### src/hdl/pbfs_pkg.sv
`default_nettype none

package pbfs_pkg;

    // default width of the length-delimited byte counter
    localparam int LENGTH_COUNTER_BITS = 32;

    // result queue depth, room for two results per byte plus drain slack
    localparam int QUEUE_DEPTH = 4;

    // longest varint in bytes
    localparam int VARINT_MAX_BYTES = 10;

    // result kinds
    localparam logic [1:0] KIND_VARINT  = 2'd0;
    localparam logic [1:0] KIND_LENGTH  = 2'd1;
    localparam logic [1:0] KIND_PAYLOAD = 2'd2;
    localparam logic [1:0] KIND_END     = 2'd3;

    // message end status codes
    localparam logic [1:0] STATUS_OK        = 2'd0;
    localparam logic [1:0] STATUS_TOO_LONG  = 2'd1;
    localparam logic [1:0] STATUS_BAD_WIRE  = 2'd2;
    localparam logic [1:0] STATUS_TRUNCATED = 2'd3;

    // wire types
    localparam logic [2:0] WIRE_VARINT  = 3'd0;
    localparam logic [2:0] WIRE_FIXED64 = 3'd1;
    localparam logic [2:0] WIRE_LENGTH  = 3'd2;
    localparam logic [2:0] WIRE_FIXED32 = 3'd5;

    // one result item as held in the queue
    typedef struct packed {
        logic [1:0]  result_kind;
        logic [31:0] field_number;
        logic [2:0]  wire_kind;
        logic [63:0] field_value;
        logic [7:0]  payload_data;
        logic [1:0]  end_status;
        logic        run_last;
    } result_t;

endpackage

`default_nettype wire

### src/hdl/protobuf_field_scanner.sv
// protobuf field scanner: one message byte per input transfer
// a result is valid once its byte has passed the input register into the queue
// throughput: one byte per cycle while two queue slots are free; the queue of
//   four entries takes up to two results per byte, drained one per cycle on m_ready
// reset: aresetn (synchronous, active low) clears the parser state, the
//   input register and the result queue
`default_nettype none

module protobuf_field_scanner #(
    parameter int LENGTH_COUNTER_BITS = pbfs_pkg::LENGTH_COUNTER_BITS
) (
    input  wire logic        aclk,
    input  wire logic        aresetn,
    input  wire logic        s_valid,
    output logic             s_ready,
    input  wire logic [7:0]  s_data_byte,
    input  wire logic        s_last_byte,
    output logic             m_valid,
    input  wire logic        m_ready,
    output logic [1:0]       m_result_kind,
    output logic [31:0]      m_field_number,
    output logic [2:0]       m_wire_kind,
    output logic [63:0]      m_field_value,
    output logic [7:0]       m_payload_data,
    output logic [1:0]       m_end_status,
    output logic             m_run_last
);

    localparam int QD     = pbfs_pkg::QUEUE_DEPTH;
    localparam int PTR_W  = $clog2(QD);
    localparam int CNT_W  = $clog2(QD + 1);
    localparam int LCB    = LENGTH_COUNTER_BITS;

    typedef enum logic [2:0] {
        PH_TAG,
        PH_VALUE,
        PH_LENGTH,
        PH_PAYLOAD,
        PH_SKIP,
        PH_ERROR
    } phase_t;

    // input register
    logic       in_valid_reg;
    logic [7:0] in_data_reg;
    logic       in_last_reg;

    // parser state
    phase_t      phase_reg, phase_next;
    logic [63:0] acc_reg, acc_next;
    logic [3:0]  vcnt_reg, vcnt_next;
    logic [31:0] field_reg, field_next;
    logic [2:0]  wire_reg, wire_next;
    logic [LCB-1:0] remain_reg, remain_next;
    logic [1:0]  error_reg, error_next;

    // result queue
    pbfs_pkg::result_t queue_reg [QD];
    logic [PTR_W-1:0]  wr_ptr_reg, rd_ptr_reg;
    logic [CNT_W-1:0]  count_reg;

    logic        room;
    logic        process;
    logic        pop;
    logic [63:0] byte_part;
    logic [63:0] acc_taken;
    logic [3:0]  vcnt_inc;
    logic        vdone;
    logic        vlong;
    logic [LCB-1:0] remain_dec;
    logic        oversize;
    logic        field_valid;
    pbfs_pkg::result_t field_res, end_res, push0, push1;
    logic [1:0]  push_n;
    phase_t      phase_mid;
    logic [1:0]  error_mid;
    logic [3:0]  vcnt_mid;

    // queue needs two free slots before a byte is processed
    assign room    = (count_reg <= CNT_W'(QD - 2));
    assign process = in_valid_reg && room;
    assign s_ready = !in_valid_reg || room;
    assign pop     = m_valid && m_ready;

    // varint byte placement, a tenth byte keeps only bit 63
    always_comb begin
        byte_part = 64'd0;
        for (int i = 0; i < pbfs_pkg::VARINT_MAX_BYTES; i++) begin
            if (vcnt_reg == 4'(i)) begin
                byte_part = {57'd0, in_data_reg[6:0]} << (7 * i);
            end
        end
    end

    assign acc_taken  = acc_reg | byte_part;
    assign vcnt_inc   = vcnt_reg + 4'd1;
    assign vdone      = !in_data_reg[7];
    assign vlong      = in_data_reg[7] && (vcnt_inc >= 4'(pbfs_pkg::VARINT_MAX_BYTES));
    assign remain_dec = remain_reg - LCB'(1);
    assign oversize   = |(acc_taken >> LCB);

    // field parsing for the byte in the input register
    always_comb begin
        phase_mid   = phase_reg;
        acc_next    = acc_reg;
        vcnt_mid    = vcnt_reg;
        field_next  = field_reg;
        wire_next   = wire_reg;
        remain_next = remain_reg;
        error_mid   = error_reg;
        field_valid = 1'b0;
        field_res   = '0;
        field_res.field_number = field_reg;
        field_res.wire_kind    = wire_reg;

        unique case (phase_reg) inside
            PH_TAG: begin
                acc_next = acc_taken;
                vcnt_mid = vcnt_inc;
                if (vlong) begin
                    error_mid = pbfs_pkg::STATUS_TOO_LONG;
                    phase_mid = PH_ERROR;
                end else if (vdone) begin
                    field_next = acc_taken[34:3];
                    wire_next  = acc_taken[2:0];
                    acc_next   = 64'd0;
                    vcnt_mid   = 4'd0;
                    unique case (acc_taken[2:0])
                        pbfs_pkg::WIRE_VARINT: phase_mid = PH_VALUE;
                        pbfs_pkg::WIRE_LENGTH: phase_mid = PH_LENGTH;
                        pbfs_pkg::WIRE_FIXED64: begin
                            phase_mid   = PH_SKIP;
                            remain_next = LCB'(8);
                        end
                        pbfs_pkg::WIRE_FIXED32: begin
                            phase_mid   = PH_SKIP;
                            remain_next = LCB'(4);
                        end
                        default: begin
                            error_mid = pbfs_pkg::STATUS_BAD_WIRE;
                            phase_mid = PH_ERROR;
                        end
                    endcase
                end
            end
            PH_VALUE, PH_LENGTH: begin
                acc_next = acc_taken;
                vcnt_mid = vcnt_inc;
                if (vlong) begin
                    error_mid = pbfs_pkg::STATUS_TOO_LONG;
                    phase_mid = PH_ERROR;
                end else if (vdone) begin
                    acc_next = 64'd0;
                    vcnt_mid = 4'd0;
                    field_res.field_value = acc_taken;
                    if (phase_reg == PH_VALUE) begin
                        field_valid           = 1'b1;
                        field_res.result_kind = pbfs_pkg::KIND_VARINT;
                        phase_mid             = PH_TAG;
                    end else if (oversize) begin
                        error_mid = pbfs_pkg::STATUS_TRUNCATED;
                        phase_mid = PH_ERROR;
                    end else begin
                        field_valid           = 1'b1;
                        field_res.result_kind = pbfs_pkg::KIND_LENGTH;
                        remain_next           = acc_taken[LCB-1:0];
                        phase_mid = (acc_taken == 64'd0) ? PH_TAG : PH_PAYLOAD;
                    end
                end
            end
            PH_PAYLOAD: begin
                field_valid            = 1'b1;
                field_res.result_kind  = pbfs_pkg::KIND_PAYLOAD;
                field_res.payload_data = in_data_reg;
                remain_next            = remain_dec;
                if (remain_dec == '0) begin
                    phase_mid = PH_TAG;
                end
            end
            PH_SKIP: begin
                remain_next = remain_dec;
                if (remain_dec == '0) begin
                    phase_mid = PH_TAG;
                end
            end
            default: begin
                phase_mid = PH_ERROR;
            end
        endcase

        // message end result and status
        end_res             = '0;
        end_res.result_kind = pbfs_pkg::KIND_END;
        end_res.run_last    = 1'b1;
        if (error_mid != pbfs_pkg::STATUS_OK) begin
            end_res.end_status = error_mid;
        end else if (phase_mid != PH_TAG || vcnt_mid != 4'd0) begin
            end_res.end_status = pbfs_pkg::STATUS_TRUNCATED;
        end else begin
            end_res.end_status = pbfs_pkg::STATUS_OK;
        end

        field_res.run_last = !in_last_reg;

        // last byte returns the parser to its reset state
        phase_next = phase_mid;
        error_next = error_mid;
        vcnt_next  = vcnt_mid;
        if (in_last_reg) begin
            phase_next  = PH_TAG;
            acc_next    = 64'd0;
            vcnt_next   = 4'd0;
            field_next  = 32'd0;
            wire_next   = 3'd0;
            remain_next = '0;
            error_next  = pbfs_pkg::STATUS_OK;
        end

        // order of results pushed into the queue
        push0  = field_valid ? field_res : end_res;
        push1  = end_res;
        push_n = 2'(field_valid) + 2'(in_last_reg);
    end

    // input register, parser state and result queue
    always_ff @(posedge aclk) begin
        if (!aresetn) begin
            in_valid_reg <= 1'b0;
            phase_reg    <= PH_TAG;
            acc_reg      <= 64'd0;
            vcnt_reg     <= 4'd0;
            field_reg    <= 32'd0;
            wire_reg     <= 3'd0;
            remain_reg   <= '0;
            error_reg    <= pbfs_pkg::STATUS_OK;
            wr_ptr_reg   <= '0;
            rd_ptr_reg   <= '0;
            count_reg    <= '0;
        end else begin
            // input transfer
            if (s_valid && s_ready) begin
                in_valid_reg <= 1'b1;
                in_data_reg  <= s_data_byte;
                in_last_reg  <= s_last_byte;
            end else if (process) begin
                in_valid_reg <= 1'b0;
            end

            // parser state update
            if (process) begin
                phase_reg  <= phase_next;
                acc_reg    <= acc_next;
                vcnt_reg   <= vcnt_next;
                field_reg  <= field_next;
                wire_reg   <= wire_next;
                remain_reg <= remain_next;
                error_reg  <= error_next;
            end

            // queue writes
            if (process && push_n != 2'd0) begin
                queue_reg[wr_ptr_reg] <= push0;
                if (push_n == 2'd2) begin
                    queue_reg[wr_ptr_reg + PTR_W'(1)] <= push1;
                end
                wr_ptr_reg <= wr_ptr_reg + PTR_W'(push_n);
            end
            if (pop) begin
                rd_ptr_reg <= rd_ptr_reg + PTR_W'(1);
            end
            count_reg <= count_reg + CNT_W'(process ? push_n : 2'd0) - CNT_W'(pop);
        end
    end

    // result channel from the queue head
    assign m_valid        = (count_reg != '0);
    assign m_result_kind  = queue_reg[rd_ptr_reg].result_kind;
    assign m_field_number = queue_reg[rd_ptr_reg].field_number;
    assign m_wire_kind    = queue_reg[rd_ptr_reg].wire_kind;
    assign m_field_value  = queue_reg[rd_ptr_reg].field_value;
    assign m_payload_data = queue_reg[rd_ptr_reg].payload_data;
    assign m_end_status   = queue_reg[rd_ptr_reg].end_status;
    assign m_run_last     = queue_reg[rd_ptr_reg].run_last;

    // queue never overfills
    assert property (@(posedge aclk) disable iff (!aresetn)
        count_reg <= CNT_W'(QD))
        else $error("result queue overflow");

    // a processed last byte leaves the parser clean
    assert property (@(posedge aclk) disable iff (!aresetn)
        process && in_last_reg |=> phase_reg == PH_TAG
            && error_reg == pbfs_pkg::STATUS_OK && vcnt_reg == 4'd0)
        else $error("parser not reset after last byte");

    // an error code is held only in the error phase
    assert property (@(posedge aclk) disable iff (!aresetn)
        error_reg != pbfs_pkg::STATUS_OK |-> phase_reg == PH_ERROR)
        else $error("error code outside error phase");

    // varint byte count stays within the longest varint
    assert property (@(posedge aclk) disable iff (!aresetn)
        vcnt_reg <= 4'(pbfs_pkg::VARINT_MAX_BYTES))
        else $error("varint byte count out of range");

endmodule

`default_nettype wire

### config.mk
export PLATFORM = sky130hd
export DESIGN_NAME = protobuf_field_scanner
export DESIGN_NICKNAME = d
export VERILOG_FILES = /design/src/hdl/pbfs_pkg.sv /design/src/hdl/protobuf_field_scanner.sv
export SDC_FILE = /design/constraint.sdc
export NUM_CORES = 1
export LEC_CHECK = 0
export BUFFER_PORTS_ARGS = -buffer_cell sky130_fd_sc_hd__buf_2
export CELL_PAD_IN_SITES_DETAIL_PLACEMENT = 1
export CELL_PAD_IN_SITES_GLOBAL_PLACEMENT = 1
export CORE_MARGIN = 2
export CORE_UTILIZATION = 52
export CTS_BUF_LIST = sky130_fd_sc_hd__clkbuf_16
export DETAILED_ROUTE_END_ITERATION = 8
export GPL_TIMING_DRIVEN = 0
export HOLD_SLACK_MARGIN = 0.12
export PLACE_DENSITY = 0.93
export SYNTH_ARGS = -nofsm -noshare
export SYNTH_HDL_FRONTEND = slang
export SYNTH_SLANG_ARGS = --single-unit
### constraint.sdc
create_clock -name aclk -period 11.2 [get_ports aclk]
set_input_delay 1.12 -clock aclk [delete_from_list [all_inputs] [get_ports aclk]]
set_output_delay 1.12 -clock aclk [all_outputs]
set_load 0.01 [all_outputs]
# ---- Word level (Yosys, flattened, before mapping)
# Memory sizes are Yosys's and may differ from the RTL's. A register that Yosys moved wholly into a read port is not among the register bits.
# Cells that the tools add are included.
dict set report totals {
  latch_bits 0
  rom_bits 0
  n_memories 1
  word_cells 168
  register_bits 157
  ram_bits 448
}
# memory depth width read_ports rd_clocked_by_memory_dff wr line
set memory_table {}
lappend memory_table {queue_reg 4 112 1 1 2 protobuf_field_scanner.sv:58} ;# pbfs_pkg::result_t queue_reg [QD];
dict set report op_classes {
  n_reduce_logical 33
  eq_ne 26
  n_bitwise 1
  mul 0
  n_lt_le_gt_ge 2
  n_addsub 8
  div 0
  muxes 84
  shifts 0
}
# operator n
set ops {}
lappend ops {{$mux 64} 8}
lappend ops {{$mux 32} 11}
lappend ops {{$mux 112} 1}
lappend ops {{$pmux 32 s3} 1}
lappend ops {{$logic_not 64->1} 1}
lappend ops {{$or 64x64->64} 1}
lappend ops {{$pmux 32 s2} 1}
lappend ops {{$mux 63} 1}
lappend ops {{$mux 56} 1}
lappend ops {{$mux 49} 1}
lappend ops {{$mux 42} 1}
lappend ops {{$mux 3} 12}
lappend ops {{$mux 35} 1}
lappend ops {{$logic_not 32->1} 1}
lappend ops {{$reduce_or 32->1} 1}
lappend ops {{$sub 32x1->32 const B} 1}
lappend ops {{$mux 2} 14}
lappend ops {{$mux 28} 1}
lappend ops {{$mux 21} 1}
lappend ops {{$ne 3x3->1 const B} 6}
lappend ops {{$pmux 3 s3} 2}
lappend ops {{$mux 1} 17}
lappend ops {{$eq 4x3->1 const B} 4}
lappend ops {{$mux 4} 4}
lappend ops {{other kinds (37)} 61}

# ---- Longest topological paths before layout
# Gate-level depths: netlist of the first run.
dict set report logic_depth {
  ltp_word 24
  ltp_mapped 19
  depth_no_buf 18
}

# ---- Least setup slack after synthesis of the first run
# Ideal clock, no wire load.
dict set report synth_path {
  path_kind {register -> register}
  startpoint {register vcnt_reg[0]}
  endpoint {memory queue_reg[3][74] (netlist bit)}
  required_time_ps 11066
  stages_incl_launch_ff 19
  path_slack_ps 6924
  n_path_buf 3
  arrival_ps 4143
  cell_sequence {dfxtp_1 -> inv_1 -> ha_1 -> nor4bb_1 -> clkbuf_1 -> a21oi_1 -> nand4_1 -> nor4_2 -> and4_1 -> nor2_4 -> ha_1 -> nor3b_1 -> nand2_1 -> nor2_1 -> a21oi_1 -> clkbuf_1 -> clkbuf_1 -> nand2_1 -> o21ai_0}
}
# item line
set synth_lines {}
lappend synth_lines {{from (decl)} protobuf_field_scanner.sv:51} ;# logic [3:0] vcnt_reg, vcnt_next;
lappend synth_lines {{from (signal assigned)} protobuf_field_scanner.sv:253} ;# vcnt_reg <= vcnt_next;
lappend synth_lines {{to (decl)} protobuf_field_scanner.sv:58}

==> metrics.md, run 1 <==
| Metric | Value |
|---|---|
| Vias/cell | 7.39 |
| Clk slew on worst S/H paths | 80 ps |
| Final Wtd Congestion | 0.952 |
| Syn_nets | 2504 |
| H-tree depth | 2 |
| CP required | 11680 ps |
| Largest net degree at the start of global routing | 17 |
| Failing checks | capacitance limit, slew limit |
| Outcome | complete, but fails checks |
| Hold Path Class | flip-flop to flip-flop |
| CTS Sinks | just over 600 |
| Seq cells post-synth | ~610 |
| Critical path cell sequence | inv_1 -> ha_1 -> nor4bb_1 -> clkbuf_1 -> a21oi_1 -> nand4_1 -> nor4_2 -> and4_1 -> nor2_4 -> ha_1 -> nor3b_1 -> nand2_1 -> nor2_1 -> a21oi_2 -> clkbuf_1 -> inv_1 -> nor2_1 -> a21oi_1 |
| Synth Flop Type | dfxtp_1 |
| Initial Util | 52.6% |
| Post-Syn Instances | ~2500 |
| Die area | between 40000 and 50000 sq um |
| Top-count cell post-synth | dfxtp_1 |
| Core ar. | approximately 47000 sq um |
| Fin. max-slew vios | 18 |
| Clk_skew | ~22 ps |
| Total Routing Usage GR | between 40% and 50% |
| Die height | 221 microns |
| Die X | 221 microns |
| Max clock buf depth | 3 |
| CTS Hold Bufs | 0 |
| Reg2Reg Setup Slack | roughly 3500 ps |
| Routed Antenna Nets | 0 |
| DR top layer | met5 |
| Ratio of cells with drive above 1 in the final layout | between 10% and 20% |
| Post-synth EDFFs | 17 |
| Worst-Margin Slew | 1630 ps |
| Relative slew slack | -10.4% |
| Maximum fanout along the worst path | 10 |
| Max reg flops | 448 |
| Tmin final | 7660 ps |
| Syn Area/Cell | 9.89 sq um |
| Max-cap violation count | 2 |
| Register area share after synthesis | around 50% |
| Critical path type | flip-flop to flip-flop |
| Detailed Routing Iterations Pass 1 | 6 |
| Postcts setup bufs | 0 |
| TritonCTS Buffers | 59 |
| Area taken by multi-input logic gates | about 11000 sq um |
| CP endpoint | queue_reg[2][0] |
| Main area contributors after synthesis | dfxtp_1, mux4_2, o21ai_0 |
| Wl on met1 | 39000 microns |
| Register area | 12300 sq um |
| Critical path arrival | a little over 8000 ps |
| Fill count | 5082 |
| Worst-Skew Late Latency | 680 ps |
| Pwr Density | between 150 and 200 nW/um^2 |
| Post-cts gate resize count | 0 |
| CP Capture Type | flip-flop |
| First-pass GRT wire length | 167000 microns |
| FMAX | 0.131 GHz |
| Netlist cell types | between 70 and 80 |
| I/O pin cnt | 127 |
| Post-synth top cells | dfxtp_1, nand2_1, o21ai_0 |
| Area of the mapped netlist | 24500 sq um |
| Routed via count | 24600 |
| Launch point of the worst path | vcnt_reg[0] |
| Initial antenna violation count | 5 |
| CP Launch Type | flip-flop |
| I/O Buffers | about 130 |
| Mean routed wirelength per cell | 33.6 microns |
| Area grow syn2layout | 13.6% |
| Final #Nets | 2693 |
| Vias in the first global route | 25500 |
| Final WL | 112000 microns |
| Reg2reg end | queue_reg[2][0] |
| Hold Violations, Final | 0 |
| Initial DRC count | 3830 |
| Syn. warnings | 0 |
| GRT overflow | 0 |
| Met2 wire len | 49800 microns |
| VDD IR max | 149 uV |
| HPWL after detailed placement | 65900 microns |
| Fin crit share | 68.4% |
| Unrepaired setup endpoints after global routing | false |
| Hold path depth | 2 |
| Max stage delay on crit path | 780 ps |
| Clock Tree Root | clkbuf_16 |
| Worst Reg-to-Reg Cells | 18 |
| Drc violations | 0 |
| Row Count | 79 |
| Area leader, netlist | dfxtp_1 |
| RR Startpoint | vcnt_reg[0] |
| CTS tree | built |
| Met3 Wirelength | 13700 microns |
| Share of the core filled with cells | 59.8% |
| Number of setup violations in the final report | 0 |
| Top cell type's share of synthesized area | ~48% |
| Setup TNS | 0 ps |
| Post-synth ARST share | 0% |
| Pleak | 10.2 nW |
| Worst path slowest cell | a21oi_1 |
[through the flow]
stage | instance area (sq um) | hold WS [ps] | power, mW | setup WS [ps] | cells
after CTS | 27800 | 463 | 4.89 | 4040 | 3318
after global routing | 27800 | 486 | 5.05 | 3760 | 3320
final | 27800 | 466 | 4.96 | 3540 | 3323
after global placement | 25900 | 428 | 2.84 | 4900 | 3210
after detailed placement | 25900 | 441 | 2.86 | 4620 | 3210
after floorplan | 24500 | 420 | 2.66 | 6920 | 2477
[cells in the final DEF, fill, tap and decap left out, drive strengths merged, types with 7 or more instances in the layout]
cell type,Yosys,layout
o22ai,30,30
nor4,17,17
or3,10,10
nand2,379,379
nor2b,31,31
dfxtp,590,590
nor3,38,38
edfxtp,17,17
xor2,8,8
buf,33,161
o21ai,343,343
nand3,27,27
mux4,112,112
and2,47,47
nand4,18,18
o32ai,9,9
a31oi,14,14
o211ai,10,10
xnor2,15,15
a22oi,13,13
a22o,152,152
ha,13,13
nor2,69,69
nor3b,27,27
a21oi,132,132
clkbuf,182,244
clkinv,0,23
a32o,32,32
or4,7,7
inv,21,38
[cell families after synthesis]
| group | synth area share [%] |
|---|---|
| xor gates and xnor gates | 0.822 |
| muxes | 10.3 |
| and+or+nand+nor | 13.6 |
| buffers and inverters | 3.79 |
| DFF | 50.3 |
| AOI/OAI and AO/OA | 20.4 |
| adders and majority gates | 0.746 |
[routing by layer]
layer / vias to the layer above / GRT usage (%)
li1: 9434 / -
met1: 12000 / 53.2
met2: 2350 / 68.2
met3: 751 / 14.7
met4: 8 / 31.2
met5: - / 0
[worst min-delay path by stage]
| stage | from | endpoint | slack (ps) |
|---|---|---|---|
| after floorplan | queue_reg[2][11] | queue_reg[2][11] | 420 |
| after global placement | queue_reg[3][74] | queue_reg[3][74] | 430 |
| after detailed placement | queue_reg[2][51] | queue_reg[2][51] | 440 |
| after CTS | queue_reg[2][16] | queue_reg[2][16] | 460 |
| after global routing | queue_reg[2][8] | queue_reg[2][8] | 490 |
| final | queue_reg[2][68] | queue_reg[2][68] | 470 |
[area by class of cell]
type | count | area share (%)
Inverter | 21 | 0.283
Buffer | 215 | 3.05
Multi-Input combinational cell | 1634 | 40.4
Sequential cell | 607 | 44.3
Clock buffer | 62 | 5.57
Tap cell | 607 | 2.73
Clock inverter | 46 | 1.33
Antenna cell | 3 | 0.0270
Timing Repair Buffer | 128 | 2.31
[worst max-delay path, delay by kind of cell (launching register included)]
| kind | cells | cell delay (ps) |
|---|---|---|
| buffers and inverters | 4 | 1370 |
| AOI/OAI and AO/OA | 3 | 1830 |
| adders and majority gates | 2 | 630 |
| and+or+nand+nor | 9 | 3080 |
| DFF | 1 | 500 |
[where the power goes]
part,internal [mW],leakage [nW],total (mW),switching [mW]
clock network,1.12,1.00,2.09,0.970
logic,0.212,4.32,0.655,0.442
registers,2.19,4.91,2.22,0.0230
(Power assumes the default switching activity.)
==> run 2: changes to the inputs <==
- CORE_UTILIZATION: 52 -> 43
- PLACE_DENSITY: 0.93 -> 0.83
- clock period: 11.2 -> 6.3 ns (I/O delays scaled with it)
==> run 2 against run 1 <==
Net effect: fmax up 26%; the flow now finishes without violations; total power up 80%; non-clock buffer count down 3; setup slack worse by 3300 ps; clock skew up 2.8 ps; clock power up 87%; sequential power up 77%.
==> metrics.md, run 2 (same netlist as run 1, synthesis figures left out) <==
| Metric | Value |
|---|---|
| Worst-Margin Slew | 1390 ps |
| Postcts setup bufs | 0 |
| Die height | 243 microns |
| Clk_skew | 24.3 ps |
| Wl on met1 | about 38000 microns |
| Max reg flops | 448 |
| Critical path cell sequence | inv_1 -> ha_1 -> nor4bb_1 -> clkbuf_1 -> a21oi_1 -> nand3_1 -> nor4_4 -> and4_1 -> nor2_4 -> ha_1 -> nor3b_2 -> nor3b_1 -> clkbuf_2 -> a21oi_2 -> clkbuf_2 -> clkbuf_1 -> nand2_1 -> o21ai_0 |
| Detailed Routing Iterations Pass 1 | 8 |
| Final Wtd Congestion | 0.953 |
| Initial DRC count | 2060 |
| CP required | 6820 ps |
| Final #Nets | ~2700 |
| Critical path arrival | 6610 ps |
| Initial antenna violation count | 1 |
| Hold Crit Start | s_data_byte[1] |
| Ratio of cells with drive above 1 in the final layout | 14.5% |
| Maximum fanout along the worst path | 10 |
| Die area | about 59000 sq um |
| I/O Buffers | about 130 |
| Core ar. | 56400 sq um |
| TritonCTS Buffers | between 60 and 70 |
| Area grow syn2layout | 15.5% |
| Critical path type | flip-flop to flip-flop |
| Hold Path Class | primary input to flip-flop |
| Routed via count | 21900 |
| VDD IR max | ~190 uV |
| Clk slew on worst S/H paths | around 70 ps |
| Max stage delay on crit path | 720 ps |
| Largest net degree at the start of global routing | 15 |
| Share of the core filled with cells | between 50% and 60% |
| Outcome | complete, no violations |
| Tmin final | between 6000 and 7000 ps |
| Initial Util | 43.4% |
| I/O pin cnt | 127 |
| Vias/cell | 6.29 |
| Clock Tree Root | clkbuf_16 |
| CP Launch Type | flip-flop |
| H-tree depth | 3 |
| FMAX | about 0.16 GHz |
| Max clock buf depth | 3 |
| Met2 wire len | ~44000 microns |
| RR Startpoint | vcnt_reg[0] |
| Routed Antenna Nets | 0 |
| Row Count | slightly below 90 |
| Worst path slowest cell | a21oi_2 |
| Met3 Wirelength | 6830 microns |
| Most frequent cells in the layout | dfxtp_1, nand2_1, o21ai_0 |
| Number of setup violations in the final report | 0 |
| Worst-Skew Late Latency | approximately 630 ps |
| CTS Hold Bufs | 0 |
| First-pass GRT wire length | 142000 microns |
| Relative slew slack | 6.53% |
| CTS tree | built |
| Final WL | 92900 microns |
| Die X | 243 microns |
| Mean routed wirelength per cell | between 20 and 30 microns |
| Drc violations | 0 |
| Pleak | just over 10 nW |
| Commonest non-fill, non-tap cell in the layout | dfxtp_1 |
| Fin crit share | 96.6% |
| Max-cap violation count | 0 |
| Fin. max-slew vios | 0 |
| GRT overflow | 0 |
| DR top layer | met4 |
| HPWL after detailed placement | around 63000 microns |
| Hold Violations, Final | 0 |
| Vias in the first global route | between 20000 and 25000 |
| Hold Slack | 203 ps |
| CTS Sinks | 607 |
| Pwr Density | 316 nW/um^2 |
| Total Routing Usage GR | 31.0% |
| CP Capture Type | flip-flop |
| Launch point of the worst path | vcnt_reg[0] |
run 2: changes by cell type in the layout (fill, tap and decap cells not counted), sizes merged:
| cell | previous run | this run |
|---|---|---|
| clkbuf | 244 | 249 |
| diode | 3 | 1 |
| bufinv | 5 | 6 |
| clkinv | 23 | 28 |
| buf | 161 | 159 |
| clkinvlp | 1 | 0 |
| inv | 38 | 40 |
run 2: area by class of cell:
class | instances | area (sq um)
clock buffer | 68 | 1700
fill | 6389 | 28100
sequential | 607 | 12300
timing repair buffer | 126 | 631
multi-input combinational | 1634 | 11300
buffer | 214 | 848
antenna | 1 | 2.50
tap | 756 | 946
inverter | 21 | 78.8
clock inverter | 53 | 430
run 2: per-layer routing:
metal  global-route usage (%)  vias to the layer above
met5                        0                        -
met1                     39.8                    11200
met4                     15.4                        0
met2                     50.8                     1022
li1                         -                     9442
met3                     5.12                      257
run 2: stage by stage:
step                      cell area, sq um  instances  setup TNS [ps]  setup slack [ps]  total power, mW
after detailed placement             26100       3359          -21400              -319             5.11
after CTS                            28200       3480               0             0.588             8.94
final                                28300       3480               0               212             8.94
after floorplan                      24500       2477               0              2020             4.73
after global placement               26100       3359           -4250              -157             5.09
after global routing                 28300       3479           -15.0             -11.9             9.18
run 2: final timing paths:
check	to	slack [ps]	cells past startpoint
max	queue_reg[1][72]	210	18
min	in_data_reg[1]	200	1
max reg2reg	queue_reg[1][72]	210	18
min reg2reg	queue_reg[2][51]	450	2
run 2: what timing repair did:
item                                    in CTS  in global routing
endpoints found under the hold margin        0                  0
endpoints found under the setup margin     261                220
resized for setup                            9                 16
run 2: worst max-delay path, delay by kind of cell (launching register included):
kind / cells / cell delay (ps)
AO/OA/AOI/OAI: 3 / 1170
adder cells (fa/ha/maj): 2 / 720
buffers and inverters: 5 / 1960
flip-flops: 1 / 390
AND/OR/NAND/NOR: 8 / 1730
run 2: power by group:
group          switching [mW]  total (mW)  internal (mW)
Clock                    1.68        3.90           2.22
Sequential             0.0328        3.93           3.90
Combinational           0.734        1.11          0.377
